### src/hw/rtl/abp_pkg.sv
package abp_pkg;

    // Configuration port geometry
    localparam int CfgIdxW  = 3;
    localparam int CfgDataW = 26;

    // Register indexes of the configuration port
    typedef enum logic [CfgIdxW-1:0] {
        REG_COEF_A = 3'd0,
        REG_COEF_B = 3'd1,
        REG_COEF_C = 3'd2,
        REG_COEF_D = 3'd3,
        REG_CENTER = 3'd4,
        REG_SCROLL = 3'd5,
        REG_MODE   = 3'd6,
        REG_PRIO   = 3'd7
    } cfg_reg_t;

    // Request kinds
    localparam logic REQ_WRITE  = 1'b0;
    localparam logic REQ_RENDER = 1'b1;

    // Bit positions inside mode_flags
    localparam int MODE_WRAP = 0;
    localparam int MODE_FILL = 1;
    localparam int MODE_EXT  = 2;
    localparam int MODE_MATH = 3;

    // Configuration registers as seen by the pipeline
    typedef struct packed {
        logic signed [15:0] coef_a;
        logic signed [15:0] coef_b;
        logic signed [15:0] coef_c;
        logic signed [15:0] coef_d;
        logic [25:0]        center_xy;
        logic [25:0]        scroll_xy;
        logic [3:0]         mode_flags;
        logic [15:0]        priorities;
    } cfg_t;

    // Item leaving the coordinate stages
    typedef struct packed {
        logic        req_type;
        logic [14:0] mem_addr;
        logic [15:0] mem_data;
        logic [7:0]  dst_x;
        logic [9:0]  src_x;
        logic [9:0]  src_y;
        logic        in_range;
    } coord_t;

endpackage

### src/hw/rtl/abp_in_if.sv
interface abp_in_if;
    logic        valid;
    logic        ready;
    logic        req_type;
    logic [14:0] mem_addr;
    logic [15:0] mem_data;
    logic [7:0]  line;
    logic [7:0]  dst_x;

    modport source (
        output valid,
        output req_type,
        output mem_addr,
        output mem_data,
        output line,
        output dst_x,
        input  ready
    );

    modport sink (
        input  valid,
        input  req_type,
        input  mem_addr,
        input  mem_data,
        input  line,
        input  dst_x,
        output ready
    );
endinterface

### src/hw/rtl/abp_coord.sv
module abp_coord
    import abp_pkg::*;
(
    input  logic   clk,
    input  logic   rst_n,
    input  cfg_t   cfg,
    abp_in_if.sink req,
    output logic   crd_valid,
    input  logic   crd_ready,
    output coord_t crd
);

    typedef struct packed {
        logic        req_type;
        logic [14:0] mem_addr;
        logic [15:0] mem_data;
        logic [7:0]  dst_x;
    } pass_t;

    // Stage enables, collapsing bubbles
    logic ld1, ld2, ld3;
    logic v1_reg, v2_reg, v3_reg;

    // Stage 1: offsets and products
    logic signed [12:0] cen_x, cen_y, scr_x, scr_y;
    logic [13:0]        dif_x, dif_y;
    logic signed [10:0] off_x, off_y;
    logic signed [8:0]  line_s, dx_s;
    logic signed [26:0] p_aox_next, p_boy_next, p_cox_next, p_doy_next;
    logic signed [24:0] p_bl_next, p_adx_next, p_dl_next, p_cdx_next;
    pass_t              pass_next;

    logic signed [26:0] p_aox_reg, p_boy_reg, p_cox_reg, p_doy_reg;
    logic signed [24:0] p_bl_reg, p_adx_reg, p_dl_reg, p_cdx_reg;
    pass_t              pass1_reg;

    // Stage 2: partial sums
    logic [31:0] t0x_next, t1x_next, tdx_next, t0y_next, t1y_next, tdy_next;
    logic [31:0] t0x_reg, t1x_reg, tdx_reg, t0y_reg, t1y_reg, tdy_reg;
    pass_t       pass2_reg;

    // Stage 3: source coordinate
    logic [31:0] sum_x, sum_y;
    coord_t      crd_next;
    coord_t      crd_reg;

    assign ld3 = !v3_reg || crd_ready;
    assign ld2 = !v2_reg || ld3;
    assign ld1 = !v1_reg || ld2;
    assign req.ready = ld1;

    // Cut scroll minus centre to a signed 11-bit offset: sign bit and low ten bits
    always_comb
    begin
        cen_x  = cfg.center_xy[12:0];
        cen_y  = cfg.center_xy[25:13];
        scr_x  = cfg.scroll_xy[12:0];
        scr_y  = cfg.scroll_xy[25:13];
        dif_x  = {scr_x[12], scr_x} - {cen_x[12], cen_x};
        dif_y  = {scr_y[12], scr_y} - {cen_y[12], cen_y};
        off_x  = {dif_x[13], dif_x[9:0]};
        off_y  = {dif_y[13], dif_y[9:0]};
        line_s = $signed({1'b0, req.line});
        dx_s   = $signed({1'b0, req.dst_x});
    end

    // Form the eight matrix products
    always_comb
    begin
        p_aox_next = $signed(cfg.coef_a) * off_x;
        p_bl_next  = $signed(cfg.coef_b) * line_s;
        p_boy_next = $signed(cfg.coef_b) * off_y;
        p_adx_next = $signed(cfg.coef_a) * dx_s;
        p_cox_next = $signed(cfg.coef_c) * off_x;
        p_dl_next  = $signed(cfg.coef_d) * line_s;
        p_doy_next = $signed(cfg.coef_d) * off_y;
        p_cdx_next = $signed(cfg.coef_c) * dx_s;
        pass_next.req_type = req.req_type;
        pass_next.mem_addr = req.mem_addr;
        pass_next.mem_data = req.mem_data;
        pass_next.dst_x    = req.dst_x;
    end

    // Clear the low six bits of three products per axis and add the centre
    always_comb
    begin
        t0x_next = {{5{p_aox_reg[26]}}, p_aox_reg[26:6], 6'd0}
                 + {{7{p_bl_reg[24]}}, p_bl_reg[24:6], 6'd0};
        t1x_next = {{5{p_boy_reg[26]}}, p_boy_reg[26:6], 6'd0}
                 + {{11{cen_x[12]}}, cen_x, 8'd0};
        tdx_next = {{7{p_adx_reg[24]}}, p_adx_reg};
        t0y_next = {{5{p_cox_reg[26]}}, p_cox_reg[26:6], 6'd0}
                 + {{7{p_dl_reg[24]}}, p_dl_reg[24:6], 6'd0};
        t1y_next = {{5{p_doy_reg[26]}}, p_doy_reg[26:6], 6'd0}
                 + {{11{cen_y[12]}}, cen_y, 8'd0};
        tdy_next = {{7{p_cdx_reg[24]}}, p_cdx_reg};
    end

    // Final sum, integer part and map range check
    always_comb
    begin
        sum_x = t0x_reg + t1x_reg + tdx_reg;
        sum_y = t0y_reg + t1y_reg + tdy_reg;
        crd_next.req_type = pass2_reg.req_type;
        crd_next.mem_addr = pass2_reg.mem_addr;
        crd_next.mem_data = pass2_reg.mem_data;
        crd_next.dst_x    = pass2_reg.dst_x;
        crd_next.src_x    = sum_x[17:8];
        crd_next.src_y    = sum_y[17:8];
        crd_next.in_range = cfg.mode_flags[MODE_WRAP]
                          || ((sum_x[31:18] == 14'd0) && (sum_y[31:18] == 14'd0));
    end

    // Advance valid bits
    always_ff @(posedge clk or negedge rst_n)
    begin
        if (!rst_n)
        begin
            v1_reg <= 1'b0;
            v2_reg <= 1'b0;
            v3_reg <= 1'b0;
        end
        else
        begin
            if (ld1)
            begin
                v1_reg <= req.valid;
            end
            if (ld2)
            begin
                v2_reg <= v1_reg;
            end
            if (ld3)
            begin
                v3_reg <= v2_reg;
            end
        end
    end

    // Advance payload
    always_ff @(posedge clk)
    begin
        if (ld1)
        begin
            p_aox_reg <= p_aox_next;
            p_bl_reg  <= p_bl_next;
            p_boy_reg <= p_boy_next;
            p_adx_reg <= p_adx_next;
            p_cox_reg <= p_cox_next;
            p_dl_reg  <= p_dl_next;
            p_doy_reg <= p_doy_next;
            p_cdx_reg <= p_cdx_next;
            pass1_reg <= pass_next;
        end
        if (ld2)
        begin
            t0x_reg   <= t0x_next;
            t1x_reg   <= t1x_next;
            tdx_reg   <= tdx_next;
            t0y_reg   <= t0y_next;
            t1y_reg   <= t1y_next;
            tdy_reg   <= tdy_next;
            pass2_reg <= pass1_reg;
        end
        if (ld3)
        begin
            crd_reg <= crd_next;
        end
    end

    assign crd_valid = v3_reg;
    assign crd       = crd_reg;

endmodule

### src/flat_wrapper.sv
// flat-port wrapper written by rule: the top's interface ports become plain ports
module abp_coord_flat import abp_pkg::*;
  (clk, rst_n, cfg, crd_valid, crd_ready, crd, req_valid, req_req_type, req_mem_addr, req_mem_data, req_line, req_dst_x, req_ready);
  abp_in_if req_i ();
  input  logic clk;
  input  logic rst_n;
  input  cfg_t cfg;
  output logic crd_valid;
  input  logic crd_ready;
  output coord_t crd;
  input wire logic [$bits(req_i.valid)-1:0] req_valid;
  input wire logic [$bits(req_i.req_type)-1:0] req_req_type;
  input wire logic [$bits(req_i.mem_addr)-1:0] req_mem_addr;
  input wire logic [$bits(req_i.mem_data)-1:0] req_mem_data;
  input wire logic [$bits(req_i.line)-1:0] req_line;
  input wire logic [$bits(req_i.dst_x)-1:0] req_dst_x;
  output wire logic [$bits(req_i.ready)-1:0] req_ready;
  assign req_i.valid = req_valid;
  assign req_i.req_type = req_req_type;
  assign req_i.mem_addr = req_mem_addr;
  assign req_i.mem_data = req_mem_data;
  assign req_i.line = req_line;
  assign req_i.dst_x = req_dst_x;
  assign req_ready = req_i.ready;
  abp_coord u_core (.clk(clk), .rst_n(rst_n), .cfg(cfg), .req(req_i), .crd_valid(crd_valid), .crd_ready(crd_ready), .crd(crd));
endmodule
### config.mk
export PLATFORM = sky130hd
export DESIGN_NAME = abp_coord_flat
export DESIGN_NICKNAME = d
export VERILOG_FILES = /design/src/hw/rtl/abp_pkg.sv /design/src/hw/rtl/abp_in_if.sv /design/src/hw/rtl/abp_coord.sv /design/src/flat_wrapper.sv
export SDC_FILE = /design/constraint.sdc
export NUM_CORES = 2
export LEC_CHECK = 0
export ABC_CLOCK_PERIOD_IN_PS = 10700
export BUFFER_PORTS_ARGS = -buffer_cell sky130_fd_sc_hd__buf_2
export CORE_MARGIN = 4
export CORE_UTILIZATION = 52
export CTS_BUF_LIST = sky130_fd_sc_hd__clkbuf_8
export DETAILED_ROUTE_END_ITERATION = 16
export PLACE_DENSITY = 0.67
export SKIP_CTS_REPAIR_TIMING = 1
export SLEW_MARGIN = 10
export SYNTH_ARGS = -nofsm -noshare
export SYNTH_HDL_FRONTEND = slang
export SYNTH_SLANG_ARGS = --single-unit
### constraint.sdc
create_clock -name clk -period 10.7 [get_ports clk]
set_clock_uncertainty 0.05 [all_clocks]
set_input_delay 0 -clock clk [delete_from_list [all_inputs] [get_ports clk]]
set_output_delay 0 -clock clk [all_outputs]
set_load 0.01 [all_outputs]
Word level (Yosys, flattened, before mapping)
Cells that the tools add are included.
{"block": "totals", "output_inout_bits": 63, "elab_cells": 60, "input_bits": 188, "reg_bits": 530}
{"block": "op_classes", "n_reduce_logical": 10, "n_mul": 8, "addsub": 10}
{"cell": "$add 32x32->32", "count": 4}
{"cell": "$mul 16x11->27", "count": 4}
{"cell": "$mul 16x9->25", "count": 4}
{"cell": "$add 27x21->28", "count": 2}
{"cell": "$add 27x25->28", "count": 2}
{"cell": "$logic_not 14->1", "count": 2}
{"cell": "$sub 13x13->14", "count": 2}
{"cell": "$logic_or 1x1->1", "count": 4}
{"cell": "$logic_not 1->1", "count": 3}
{"cell": "$logic_and 1x1->1", "count": 1}

Logic depth before layout (Yosys ltp)
{"block": "logic_depth", "word_depth": 5, "ltp_mapped": 32, "depth_no_buf": 31}

Worst setup path before layout
Ideal clock, no wire load.
{"block": "synth_path", "path_type": "reg-to-reg", "start": "reg u_core.v3_reg (netlist: u_core.crd_valid)", "end": "reg u_core.p_adx_reg[10], enable pin", "synth_period_minus_slack_ns": 8.570, "path_stages_with_launch": 2, "n_path_buf": 0, "arrival_time_ns": 5.974, "setup_ns": 2.547, "t_required_ns": 8.103, "slack_ns": 2.130, "cell_sequence": "dfrtp_1 -> nand4b_1"}
{"block": "synth_between", "elab_chain_len": 4}
{"element": "start: declaration", "line_no": "abp_coord.sv:22", "rtl": "logic v1_reg, v2_reg, v3_reg;"}
{"element": "start signal: assignment", "line_no": "abp_coord.sv:135", "rtl": "v3_reg <= v2_reg;"}
{"element": "$logic_not 1->1", "line_no": "abp_coord.sv:47", "rtl": "assign ld3 = !v3_reg || crd_ready;"}
{"element": "$logic_or 1x1->1", "line_no": "abp_coord.sv:47"}
{"element": "$logic_or 1x1->1", "line_no": "abp_coord.sv:48", "rtl": "assign ld2 = !v2_reg || ld3;"}
{"element": "$logic_or 1x1->1", "line_no": "abp_coord.sv:49", "rtl": "assign ld1 = !v1_reg || ld2;"}
{"element": "net req_ready", "line_no": "flat_wrapper.sv:17", "rtl": "output wire logic [$bits(req_i.ready)-1:0] req_ready;"}
{"element": "end signal: assignment", "line_no": "abp_coord.sv:148", "rtl": "p_adx_reg <= p_adx_next;"}
{"element": "end: declaration", "line_no": "abp_coord.sv:34", "rtl": "logic signed [24:0] p_bl_reg, p_adx_reg, p_dl_reg, p_cdx_reg;"}
The timed path passes the listed nets, and every way through them passes these cells.
A chain may end at the register's enable or synchronous reset.

Worst setup path in the final report
{"block": "layout_path", "start": "in cfg[47] (netlist name)", "end": "reg u_core.p_cox_reg[26], data pin"}
{"block": "layout_between", "elab_chain_len": 2}
{"element": "start: declaration", "line_no": "flat_wrapper.sv:7", "rtl": "input cfg_t cfg;"}
{"element": "$sub 13x13->14", "line_no": "abp_coord.sv:59", "rtl": "dif_x = {scr_x[12], scr_x} - {cen_x[12], cen_x};"}
{"element": "$mul 16x11->27", "line_no": "abp_coord.sv:74", "rtl": "p_cox_next = $signed(cfg.coef_c) * off_x;"}
{"element": "net u_core.p_cox_next[26]", "line_no": "abp_coord.sv:29", "rtl": "logic signed [26:0] p_aox_next, p_boy_next, p_cox_next, p_doy_next;"}
{"element": "end signal: assignment", "line_no": "abp_coord.sv:149", "rtl": "p_cox_reg <= p_cox_next;"}
{"element": "end: declaration", "line_no": "abp_coord.sv:33", "rtl": "logic signed [26:0] p_aox_reg, p_boy_reg, p_cox_reg, p_doy_reg;"}
The timed path passes the listed nets, and every way through them passes these cells.

==> out/qor.yml <==
postSynthRegisterBits: 430
global_route.usage.total_pct: 24.4
m1WireLength_um: 67000
ctsLongestPathBuffers: 3
number_of_placement_rows: 128
synth.most_common_cell: "inv_1"
report.final.hold_viol_count: 0
final-setup-viol-count: 0
remaining_drcs: 0
critical_path_maximum_fanout: 14
clock_tree.htree_level_count: 3
timing.critical_path.max_delay_family: "compound AO/OA/AOI/OAI gates"
numPortBuffers: 231
drv_slew: 0
clockRootBuffer: "clkbuf_8"
synth_top_area_share_pct: 34.2
finalCriticalPeriod_ps: 8220
maximum_number_of_pins_on_one_net_before_global_route_repair: 139
synth_top_cell_by_area: "fa_1"
cp_slowest_stage_delay_ps: 790
place_congestion: 0.867
outcome: "finished clean"
post_synth_design_cell_area_um2: 64100
cts_buffers: 80
worstSetupStartpointType: "input port"
maxClockFrequency_ghz: 0.122
initial_core_util_pct: 52.5
detailedPlacementHpwl_um: 118000
cp_data_required_time_ps: 11110
vias_in_the_first_global_route: 46800
yosys-top-cells-area: "fa_1, edfxtp_1, ha_1"
yosys.cell_types.count: 82
detailedRoute.firstIterationViolations: 2869
primary_flip_flop_cell_chosen_by_synthesis_mapping: "edfxtp_1"
num-nets-final: 8528
ant_nets: 0
cp_num_buf_inv: 7
yosys_warnings: 0
io_pins: 251
rsz0062_at_grt: "false"
synthesis.nets: 8333
synth-edff-count: 427
largest_register_ffs: 61
routed_via_density: 5.37
die_width_um: 359
sequential_fraction_of_the_synthesis_area_pct: 20.1
worstMarginPinSlew_ps: 1060
critical_path.endpoint_type: "flip-flop"
holdCritPathClass: "input port to flip-flop"
path_clk_slew_ps: 60
layout-area-overhead-vs-synth_pct: 8.38
cell_types_with_the_highest_counts_after_synthesis: "inv_1, fa_1, nand2_1"
netlist_instances: 6497
synth.avg_cell_area_um2: 9.87
detailroute.wirelength.met2_um: 74900
postRouteWirelength_um: 154000
timing_worst_setup_path_type: "input port to flip-flop"
globalRouteOverflowTotal: 0
route.vias.total: 45000
drv_cap: 0
highest-signal-layer: "met5"
floorplan.core_area_um2: 122000
postSynth.asyncResetShare_pct: 0.698
clock_tree_from_tritoncts: "done"
layout-drive-gt1-share_pct: 6.16
grt_pass1_wl_um: 251000
chipHeight_um: 359
signal_arrival_time_at_the_worst_endpoint_ps: 8630
finalSetupTns_ps: 0
worst_path_most_repeated_cell: "inv_1"
maxSlewHeadroom_pct: 29.4
number_of_antenna_violations_at_the_first_check_in_global_routing: 5
drtPass1Iterations: 5
cpMaxStageDelayCell: "a31oi_2"
met3WireLength_um: 8470
fp.dieArea_um2: 129000
clkSinkCount: 430
clock_insertion_delay_worst_skew_ps: 710
final_min_period_over_clock_period_pct: 76.8
routed_wire_length_per_instance_um: 18.4
[through the flow]
step | instances | instance area [µm²] | util [%] | hold WS, ps | setup WS [ps]
floorplan | 6497 | 64100 | - | -346 | 2130
global placement | 8118 | 66700 | 54.7 | -252 | 2440
detailed placement | 8118 | 66700 | 54.7 | -247 | 2350
CTS | 8262 | 68300 | 55.9 | -1070 | 3110
global route | 8380 | 69500 | 56.9 | 11.0 | 2040
finish | 8387 | 69500 | 56.9 | 28.0 | 2480
[per-layer routing]
layer  vias up  global-route usage (%)
met4         2                    6.57
li1      20600                       -
met2      1190                    40.9
met5         -                       0
met3       229                    3.17
met1     23000                    33.5
[cells in the final DEF, fill, tap and decap left out, drive strengths merged, types with 19 or more instances in the layout]
cell         synthesis  routed
a211oi              24      24
dlygate4sd3          0     117
edfxtp             427     427
o31ai               19      19
nor2               236     236
ha                 554     554
or3                 29      29
clkinv               0      31
and2               534     534
xnor2              198     198
o21a                56      56
nand2b              28      28
buf                  5     265
inv               1425    1449
xor2                61      61
and3                30      30
nor3                59      59
nor2b              159     159
o21ai              110     110
nand3               33      33
clkbuf             264      80
o21bai              19      19
fa                1094    1094
nand2              601     601
o32ai               26      26
nand3b              64      64
a21oi              145     145
a21o                65      65
[cell families after synthesis]
group	after synthesis	share of synthesized area, %
AND/OR/NAND/NOR	1843	14.8
buffers and inverters	1694	9.92
adder cells (fa/ha/maj)	1648	45.0
AO/OA/AOI/OAI	618	6.53
flip-flops	430	20.1
XOR/XNOR	259	3.54
multiplexers	5	0.0820
[tightest hold or removal path, stage by stage]
cell and delay [ps]:
buf_2 110, nand3b_1 150, buf_4 330, nand2b_1 150
[final timing paths]
check | start | end | slack [ps] | cells after the start
max | cfg[47] | u_core.p_cox_reg[26] | 2480 | 30
min reg2reg | u_core.crd_next[52] | u_core.crd[52] | 360 | 0
max reg2reg | u_core.tdy_reg[9] | u_core.crd[0] | 6430 | 12
min | crd_ready | u_core.v2_reg | 30 | 4
max in group asynchronous | rst_n | u_core.v2_reg | 10320 | 3
min in group asynchronous | rst_n | u_core.crd_valid | 120 | 3
[layout make-up]
| type | instances | area, µm² |
|---|---|---|
| antenna | 8 | 20.0 |
| multi-input combinational | 4373 | 45000 |
| inverter | 1425 | 5350 |
| sequential | 430 | 12900 |
| clock inverter | 64 | 479 |
| tap | 1625 | 2030 |
| timing repair buffer | 382 | 2590 |
| clock buffer | 80 | 1100 |
| fill | 10700 | 52600 |
Power is left out: the tool's default activity adds up to more than one toggle a clock period on the data nets, which glitch-free logic cannot reach.
